File: config.mk
export PLATFORM = sky130hd
export DESIGN_NAME = dns_queue
export DESIGN_NICKNAME = d
export VERILOG_FILES = /design/src/rtl/core/dns_queue.sv
export SDC_FILE = /design/constraint.sdc
export NUM_CORES = 1
export LEC_CHECK = 0
export ABC_AREA = 0
export BUFFER_PORTS_ARGS = -buffer_cell sky130_fd_sc_hd__buf_2
export CAP_MARGIN = 0
export CORE_MARGIN = 2
export CORE_UTILIZATION = 40
export DETAILED_ROUTE_END_ITERATION = 8
export HOLD_SLACK_MARGIN = 0.15
export PLACE_DENSITY = 0.68
export SLEW_MARGIN = 20
export SYNTH_ARGS = -nofsm -noshare
export SYNTH_HDL_FRONTEND = slang
export SYNTH_SLANG_ARGS = --single-unit
export TNS_END_PERCENT = 5
File: constraint.sdc
create_clock -name clk -period 3 [get_ports clk]
set_input_delay 0.15 -clock clk [delete_from_list [all_inputs] [get_ports clk]]
set_output_delay 0.15 -clock clk [all_outputs]
set_load 0.03 [all_outputs]
File: src/rtl/core/dns_queue.sv
module dns_queue #(
    parameter int WIDTH = 8
) (
    input  logic             clk,
    input  logic             rst_n,
    input  logic             push,
    input  logic [WIDTH-1:0] push_data,
    output logic             full,
    output logic             pop,
    output logic [WIDTH-1:0] pop_data
);
    logic [WIDTH-1:0] mem_reg [2];
    logic             wr_ptr_reg, rd_ptr_reg;
    logic [1:0]       count_reg;

    assign full     = (count_reg == 2'd2);
    assign pop      = (count_reg != 2'd0);
    assign pop_data = mem_reg[rd_ptr_reg];

    always_ff @(posedge clk or negedge rst_n)
    begin
        if (!rst_n)
        begin
            wr_ptr_reg <= 1'b0;
            rd_ptr_reg <= 1'b0;
            count_reg  <= 2'd0;
        end
        else
        begin
            if (push)
                wr_ptr_reg <= ~wr_ptr_reg;
            if (pop)
                rd_ptr_reg <= ~rd_ptr_reg;
            count_reg <= count_reg + 2'(push) - 2'(pop);
        end
    end

    always_ff @(posedge clk)
    begin
        if (push)
            mem_reg[wr_ptr_reg] <= push_data;
    end

    a_count_bound: assert property (@(posedge clk) disable iff (!rst_n)
        count_reg <= 2'd2)
        else $error("queue count out of range");

    a_no_push_full: assert property (@(posedge clk) disable iff (!rst_n)
        full |-> !push)
        else $error("push into full queue");

    a_count_step: assert property (@(posedge clk) disable iff (!rst_n)
        (push && !pop) |=> (count_reg == $past(count_reg) + 2'd1))
        else $error("queue count did not advance on push");

endmodule

==> results_dict.tcl, run 1 <==
set metrics [dict create \
    grt_setup_unrepaired "false" \
    boundaryPins 21 \
    clk_pin_slew_ns 0.10 \
    drt-vias-per-instance 4.26 \
    clock_latency_ns 0.28 \
    relSlewSlack_pct 55.4 \
    cts_tree "built" \
    power_frac_comb_pct 34.6 \
    postSynthAreaPerCell_um2 20.2 \
    yosysTopAreaCellShare_pct 61.0 \
    cts_hold_repair.buffers 10 \
    final-hold-violation-count 0 \
    p_sw_uw 267 \
    syn_area_um2 788 \
    fin_tns_setup_ns 0 \
    final.min_clock_period_ns 1.64 \
    status "complete, no violations" \
    critical-path-top-delay-family "flip-flops" \
    internal-power_uw 540 \
    cts-root-to-sink-buffers 2 \
    synth_warnings 0 \
    root_buffer "clkbuf_4" \
    clock_sinks 20 \
    cp_slowest_cell "dfrtp_1" \
    rows 16 \
    cts_buffers 3 \
    grt.overflow.total 0 \
    drv_cap 0 \
    final_util_pct 54.3 \
    crit_path_end_kind "output port" \
    worst_pin_slew_ns 0.668 \
    post-route-period-util_pct 54.6 \
    drt_drc_violations_left 0 \
    synth_fp_nets 51 \
    fillCellCount 164 \
    cp_max_fo 9 \
    firstDrtPassIters 2 \
    synth.top_cells.by_area "edfxtp_1 (61%), mux2_4 (15%), dfrtp_1 (13%)" \
    drive_gt1_share_pct 45.1 \
    max_stage_delay_ns 0.69 \
    first_global_vias 421 \
    worstSetupPathType "flip-flop to output port" \
    fp.dieArea_um2 2340 \
    pwr-share-seq_pct 51.1 \
    final_cell_mix "buf_2 (20), edfxtp_1 (16), dlygate4sd3_1 (10), mux2_4 (8), dfrtp_1 (4)" \
    mostFrequentLayoutCell "buf_2" \
    syn2layout_area_growth_pct 31.1 \
    antenna_found_initial 0 \
    fmax_ghz 0.610 \
    min_path_type "primary input to async pin" \
    regArea_um2 581 \
    largest_reg_flops 16 \
    required_ns 2.85 \
    synth_cells 39 \
    ant_nets 0 \
    ys_ff_latch 20 \
    cts.repair.resized 0 \
    vias 417 \
    drt_iter0_drc 5 \
    dp_hpwl_um 824 \
    io_buffers 20 \
    cp.arrival_ns 1.49 \
    wl_per_cell_um 11.8 \
    yosysUniqueCellTypes 11 \
    swShare_pct 33.0 \
    multi_input_area_um2 196 \
    crit_path_start_kind "flip-flop" \
    yosysSeqAreaShare_pct 73.7 \
    slew_violations 0 \
    grtUsageTotal_pct 11.1 \
    crit_path_cell_trace "mux2_4 -> buf_2" \
    place_congestion 0.627 \
    die_w_um 48.4 \
    clock_power_share_pct 14.2 \
    path_buf_inv 1 \
    design.core.area_um2 1900 \
    grt_pass1_wl_mm 1.90 \
    p_leak_nw 0.435 \
    start_util_pct 41.4 \
    setup_viol 0 \
    cts_setup_buffers 0 \
    nNetsFinal 85 \
    power_density_nw_per_um2 781 \
    grt_max_degree 11 \
    h-tree-depth 1 \
    ir_drop_mv 0.341 \
    die_h_um 48.4 \
    synth_largest_area_cell "edfxtp_1" \
    fin_skew_ns 0.00727 \
    postRouteWirelength_mm 1.16 \
    diodes 0 \
]
metal layers:
| layer | global-route usage, % | part of all wire, % |
|---|---|---|
| met1 | 12.8 | 41 |
| met2 | 19.4 | 54 |
| met3 | 3.09 | 4.5 |
| met4 | 4.29 | 0 |
| met5 | 0 | 0 |
power groups by stage:
stage	sequential (mW)	combinational, mW	clock, mW
2_1_floorplan	0.384	0.254	0
3_3_place_gp	0.418	0.270	0
3_5_place_dp	0.422	0.272	0
4_1_cts	0.416	0.283	0.122
5_1_grt	0.419	0.295	0.135
6_report	0.413	0.280	0.115
cells by family (layout without fill, tap and decap cells):
logic type / count (synthesis) / in the layout / synth area share (%)
adders and majority gates: 1 / 1 / 1.59
muxes: 8 / 8 / 15.2
buffers and inverters: 1 / 33 / 1.43
and+or+nand+nor: 6 / 6 / 4.76
DFF: 20 / 20 / 73.7
xor gates and xnor gates: 3 / 3 / 3.33
through the flow:
| step | std cells | total power, mW | hold WS [ns] | area (um^2) | setup slack, ns |
|---|---|---|---|---|---|
| 2_1_floorplan | 39 | 0.638 | -0.146 | 788 | 1.84 |
| 3_3_place_gp | 85 | 0.687 | -0.0401 | 911 | 1.67 |
| 3_5_place_dp | 85 | 0.695 | -0.0355 | 911 | 1.65 |
| 4_1_cts | 98 | 0.821 | 0.183 | 1030 | 1.32 |
| 5_1_grt | 98 | 0.849 | 0.174 | 1030 | 1.29 |
| 6_report | 98 | 0.807 | 0.186 | 1030 | 1.36 |
worst paths after layout:
| path | slack [ns] | depth (start not counted) | startpoint | to |
|---|---|---|---|---|
| setup reg to reg | 1.69 | 1 | wr_ptr_reg | mem_reg[0][3] |
| setup / recovery | 1.36 | 2 | rd_ptr_reg | pop_data[1] |
| max in group asynchronous | 2.69 | 2 | rst_n | wr_ptr_reg |
| min in group clk | 0.50 | 1 | wr_ptr_reg | wr_ptr_reg |
| hold / removal | 0.19 | 2 | rst_n | rd_ptr_reg |
| hold reg to reg | 0.50 | 1 | wr_ptr_reg | wr_ptr_reg |
synth_stat cells:
cell type,instances
edfxtp_1,16
mux2_4,8
dfrtp_1,4
nor2b_1,3
xor2_1,2
and2_1,1
buf_6,1
ha_1,1
nand2_1,1
or2_4,1
xnor2_1,1
cell type report:
class | count | area share, %
Clock buffer | 3 | 2.18
Multi-Input combinational cell | 18 | 19.0
Sequential cell | 20 | 56.2
Tap cell | 27 | 3.27
Timing Repair Buffer | 30 | 19.4
Power figures use the tool's default switching activity.
==> inputs of run 2 (changes only) <==
--- a/config.mk
+++ b/config.mk
@@ -12,7 +12,7 @@
 export CORE_UTILIZATION = 40
 export DETAILED_ROUTE_END_ITERATION = 8
 export HOLD_SLACK_MARGIN = 0.15
-export PLACE_DENSITY = 0.68
+export PLACE_DENSITY = 0.71
 export SLEW_MARGIN = 20
 export SYNTH_ARGS = -nofsm -noshare
 export SYNTH_HDL_FRONTEND = slang
==> constraint.sdc (replaced) <==
create_clock -name clk -period 1.3 [get_ports clk]
set_input_delay 0.065 -clock clk [delete_from_list [all_inputs] [get_ports clk]]
set_output_delay 0.065 -clock clk [all_outputs]
set_load 0.03 [all_outputs]
==> run 2 against run 1 <==
Net effect:
- combinational power grew to 3.6 times the previous value
- largest cell class unchanged
- final cell count is 7.1% higher
- the run now ends with setup timing left
- flip-flop and latch count stayed put
- sequential share of layout area is 5.3 points lower
- register-to-register slack worse by 1.5 ns
- total power grew to 2.7 times the previous value
==> results_dict.tcl, run 2 (synthesis results as in run 1) <==
set metrics [dict create \
    vias 469 \
    power_frac_comb_pct 45.6 \
    cp.arrival_ns 1.29 \
    setup_viol 8 \
    drt-vias-per-instance 4.47 \
    h-tree-depth 1 \
    cts_tree "built" \
    worst_pin_slew_ns 0.396 \
    crit_path_start_kind "flip-flop" \
    grt_pass1_wl_mm 2.24 \
    fillCellCount 155 \
    crit_path_cell_trace "buf_6 -> mux2_4 -> buf_6" \
    finalPower_mw 2.19 \
    die_h_um 48.4 \
    violations "setup timing" \
    worstSetupPathType "flip-flop to output port" \
    io_buffers 20 \
    syn2layout_area_growth_pct 45.1 \
    cp_max_fo 5 \
    power_density_nw_per_um2 1910 \
    mostFrequentLayoutCell "edfxtp_1" \
    first_global_vias 496 \
    min_path_type "primary input to flip-flop" \
    pre_cts_ws_ns 0.0555 \
    cp_slowest_cell "dfrtp_2" \
    dp_hpwl_um 917 \
    clock_sinks 20 \
    diodes 0 \
    grt_max_degree 12 \
    multi_input_area_um2 196 \
    nNetsFinal 91 \
    rows 16 \
    ir_drop_mv 0.868 \
    status "complete, but fails checks" \
    clock_power_share_pct 13.5 \
    final.min_clock_period_ns 1.36 \
    cts-root-to-sink-buffers 2 \
    largest_reg_flops 16 \
    required_ns 1.24 \
    firstDrtPassIters 4 \
    fin_tns_setup_ns -0.433 \
    wl_per_cell_um 13.8 \
    relSlewSlack_pct 73.6 \
    p_sw_uw 701 \
    clock_latency_ns 0.30 \
    slew_violations 0 \
    regArea_um2 582 \
    final_cell_mix "edfxtp_1 (16), buf_2 (12), dlygate4sd3_1 (11), buf_6 (10), mux2_4 (8)" \
    max_stage_delay_ns 0.42 \
    drive_gt1_share_pct 48.7 \
    start_util_pct 41.4 \
    p_leak_nw 0.483 \
    root_buffer "clkbuf_4" \
    fmax_ghz 0.736 \
    ant_nets 0 \
    swShare_pct 32.1 \
    antenna_found_initial 0 \
    drv_cap 0 \
    grt.overflow.total 0 \
    post-route-period-util_pct 105 \
    fp.dieArea_um2 2340 \
    fin_skew_ns 0.00695 \
    die_w_um 48.4 \
    place_congestion 0.642 \
    clk_pin_slew_ns 0.10 \
    internal-power_mw 1.48 \
    final_util_pct 60.1 \
    boundaryPins 21 \
    design.core.area_um2 1900 \
    grt_setup_unrepaired "true" \
    drt_drc_violations_left 0 \
    grtUsageTotal_pct 13.9 \
    worst_path_most_repeated_cell "buf_6" \
    postRouteWirelength_mm 1.45 \
    worst_hold_slack_ns 0.490 \
    drt_iter0_drc 4 \
    final-hold-violation-count 0 \
    crit_path_end_kind "output port" \
    cts_buffers 3 \
    pwr-share-seq_pct 40.9 \
    finalWorstSetupSlack_ns -0.0591 \
]
-- run 2: timing repair --
action	in CTS	in global routing
buffers inserted	3	0
setup endpoints to repair	8	8
hold buffers	11	0
endpoints found under the hold margin	23	0
resized for setup	20	0
-- run 2: metal layers --
layer | global-route usage [%] | up-vias | wire length [um]
li1 | - | 223 | -
met1 | 11.7 | 228 | 479
met2 | 27.8 | 14 | 883
met3 | 3.09 | 4 | 53
met4 | 10.0 | 0 | 29
met5 | 0 | - | 0
-- run 2: area by class of cell --
cell class,instances,area share [%]
Multi-Input combinational cell,18,17.2
Sequential cell,20,50.9
Tap cell,27,2.95
Clock buffer,4,2.30
Timing Repair Buffer,36,26.7
-- run 2: per-stage QoR --
| step | cell area [um^2] | cells |
|---|---|---|
| 3_3_place_gp | 926 | 87 |
| 4_1_cts | 1140 | 105 |
| 5_1_grt | 1140 | 105 |
| 6_report | 1140 | 105 |
| 2_1_floorplan | 788 | 39 |
| 3_5_place_dp | 926 | 87 |
-- run 2: final timing paths --
kind	startpoint	endpoint	slack, ns	depth (start not counted)
worst max-delay path	rd_ptr_reg	pop_data[1]	-0.06	3
worst min-delay path	push_data[5]	mem_reg[0][5]	0.49	2
worst max register to register	wr_ptr_reg	mem_reg[1][4]	0.19	1
worst min register to register	wr_ptr_reg	wr_ptr_reg	0.50	1
max in group asynchronous	rst_n	rd_ptr_reg	0.43	3
min in group asynchronous	rst_n	wr_ptr_reg	0.67	3
-- run 2: power by group through the flow --
stage               clock network (mW)  registers [mW]  logic, mW
CTS                              0.304           0.896      0.996
detailed placement                   0           0.971      0.660
global route                     0.324           0.906       1.05
floorplan                            0           0.886      0.587
global placement                     0           0.955      0.650
finish                           0.295           0.894      0.996
-- run 2: critical path: cells and delay by family, from the launching register on --
kind                   cells  cell delay (ns)
multiplexers               1             0.30
flip-flops                 1             0.42
buffers and inverters      2             0.28
==> inputs of run 3 (changes only) <==
--- a/config.mk
+++ b/config.mk
@@ -9,10 +9,10 @@
 export BUFFER_PORTS_ARGS = -buffer_cell sky130_fd_sc_hd__buf_2
 export CAP_MARGIN = 0
 export CORE_MARGIN = 2
-export CORE_UTILIZATION = 40
+export CORE_UTILIZATION = 44
 export DETAILED_ROUTE_END_ITERATION = 8
 export HOLD_SLACK_MARGIN = 0.15
-export PLACE_DENSITY = 0.71
+export PLACE_DENSITY = 0.76
 export SLEW_MARGIN = 20
 export SYNTH_ARGS = -nofsm -noshare
 export SYNTH_HDL_FRONTEND = slang
==> run 3 against run 2 <==
Net effect:
- the flow still finishes with violations (setup timing)
- combinational power decreased by 4.8%
- first-iteration DRC count rose by 100%
- largest power group unchanged
- hold slack is essentially flat
- count of clock-buffer cells in the layout is 1 lower
- clock skew decreased by 0.0024 ns
- sequential power decreased by 0.4%
- non-clock buffer count shrank 2
- via count fell by 5.5%
- global-route usage down 0.30 points
- maximum frequency fell by 0.77%
- worst setup slack lost 0.011 ns
- sequential share of layout area grew 0.79 points
==> results_dict.tcl, run 3 (synthesis results as in run 1) <==
set metrics [dict create \
    status "complete, but fails checks" \
    violations "setup timing" \
    root_buffer "clkbuf_4" \
    swShare_pct 32.1 \
    ant_nets 0 \
    fin_skew_ns 0.00455 \
    grt_pass1_wl_mm 1.93 \
    post-route-period-util_pct 105 \
    final_util_pct 65.9 \
    internal-power_mw 1.45 \
    dp_cells 84 \
    clk_pin_slew_ns 0.11 \
    cts_buffers 3 \
    min_path_type "primary input to flip-flop" \
    relSlewSlack_pct 73.3 \
    setup_viol 8 \
    first_global_vias 443 \
    crit_path_end_kind "output port" \
    cts_tree "built" \
    syn2layout_area_growth_pct 42.9 \
    largest_reg_flops 16 \
    cp.arrival_ns 1.30 \
    antenna_found_initial 0 \
    worst_pin_slew_ns 0.400 \
    firstDrtPassIters 4 \
    fmax_ghz 0.730 \
    reg2reg_to "mem_reg[1][7]" \
    postRouteWirelength_mm 1.27 \
    ir_drop_mv 0.863 \
    slew_violations 0 \
    finalInstanceArea_um2 1130 \
    power_density_nw_per_um2 1890 \
    grt_max_degree 12 \
    drv_cap 0 \
    hold_path_depth 2 \
    rr_worst_depth 1 \
    crit_path_start_kind "flip-flop" \
    dpl_cell_area_um2 916 \
    fillCellCount 124 \
    clock_sinks 20 \
    p_leak_nw 0.474 \
    final-hold-violation-count 0 \
    cp_max_fo 5 \
    rr_startpoint "wr_ptr_reg" \
    diodes 0 \
    drt-vias-per-instance 4.39 \
    drive_gt1_share_pct 47.4 \
    h-tree-depth 1 \
    mostFrequentLayoutCell "edfxtp_1" \
    io_buffers 20 \
    place_congestion 0.630 \
    min_from "push_data[4]" \
    fin_cells 101 \
    required_ns 1.24 \
    pwr-share-seq_pct 41.8 \
    power_frac_comb_pct 44.5 \
    rows 15 \
    grt_setup_unrepaired "true" \
    grtUsageTotal_pct 13.6 \
    wl_per_cell_um 12.5 \
    clock_latency_ns 0.30 \
    worstSetupPathType "flip-flop to output port" \
    nNetsFinal 89 \
    grt.overflow.total 0 \
    die_h_um 46.3 \
    finalWorstSetupSlack_ns -0.0696 \
    finalPower_mw 2.13 \
    die_w_um 46.3 \
    r2r_setup_slack_ns 0.19 \
    vias 443 \
    hold_end "mem_reg[1][4]" \
    boundaryPins 21 \
    start_util_pct 46.2 \
    final.min_clock_period_ns 1.37 \
    cts-root-to-sink-buffers 2 \
    dp_hpwl_um 817 \
    drt_drc_violations_left 0 \
    drt_iter0_drc 8 \
    design.core.area_um2 1710 \
    final_cell_mix "edfxtp_1 (16), buf_2 (12), dlygate4sd3_1 (11), buf_6 (10), mux2_4 (8)" \
    p_sw_uw 683 \
    fin_tns_setup_ns -0.502 \
    clock_power_share_pct 13.7 \
    fp.dieArea_um2 2150 \
]
==> run 3: area by class of cell <==
type | instances | area, um^2 | area share, %
flip-flops and latches | 20 | 582 | 51.7
repair buffers | 34 | 290 | 25.8
multi-input cells | 18 | 196 | 17.4
well taps | 25 | 31.3 | 2.78
clock buffers | 3 | 22.5 | 2.00
clock inverters | 1 | 3.75 | 0.333
==> run 3: timing repair <==
item,in CTS,in global routing
endpoints found under the hold margin,23,0
endpoints found under the setup margin,8,8
hold buffers,11,0
gates resized for setup,20,0
buffers inserted,2,0
==> run 3: metal layers <==
metal  share of wire, %  routed length, um  vias to the layer above  global-route usage, %
li1                   -                  -                      218                      -
met1                 44                557                      213                   17.1
met2                 52                657                       10                   21.7
met3                2.7                 34                        2                   3.53
met4                1.3                 17                        0                   6.86
met5                  0                  0                        -                      0
==> run 3: how the worst max path moves through the flow <==
stage                     from       endpoint  slack (ns)  depth (start not counted)
floorplan           wr_ptr_reg  mem_reg[0][0]        0.14                          1
global placement    rd_ptr_reg    pop_data[5]        0.08                          2
detailed placement  rd_ptr_reg    pop_data[5]        0.06                          2
CTS                 rd_ptr_reg    pop_data[5]       -0.07                          3
global route        rd_ptr_reg    pop_data[4]       -0.11                          3
finish              rd_ptr_reg    pop_data[5]       -0.07                          3
==> run 3: critical path, stage by stage (launching register included) <==
cell	delay [ns]
dfrtp_2	0.43
buf_6	0.14
mux2_4	0.30
buf_6	0.14
==> run 3: power by group through the flow <==
stage | clock [mW] | sequential [mW] | combinational [mW]
2_1_floorplan | 0 | 0.886 | 0.587
3_3_place_gp | 0 | 0.956 | 0.642
3_5_place_dp | 0 | 0.965 | 0.647
4_1_cts | 0.297 | 0.891 | 0.958
5_1_grt | 0.329 | 0.903 | 1.01
6_report | 0.293 | 0.890 | 0.948
==> run 3: per-stage QoR <==
| step | setup WS (ns) | hold WS [ns] |
|---|---|---|
| floorplan | 0.138 | -0.231 |
| global placement | 0.0795 | -0.125 |
| detailed placement | 0.0623 | -0.124 |
| CTS | -0.0722 | 0.488 |
| global route | -0.108 | 0.481 |
| finish | -0.0696 | 0.491 |
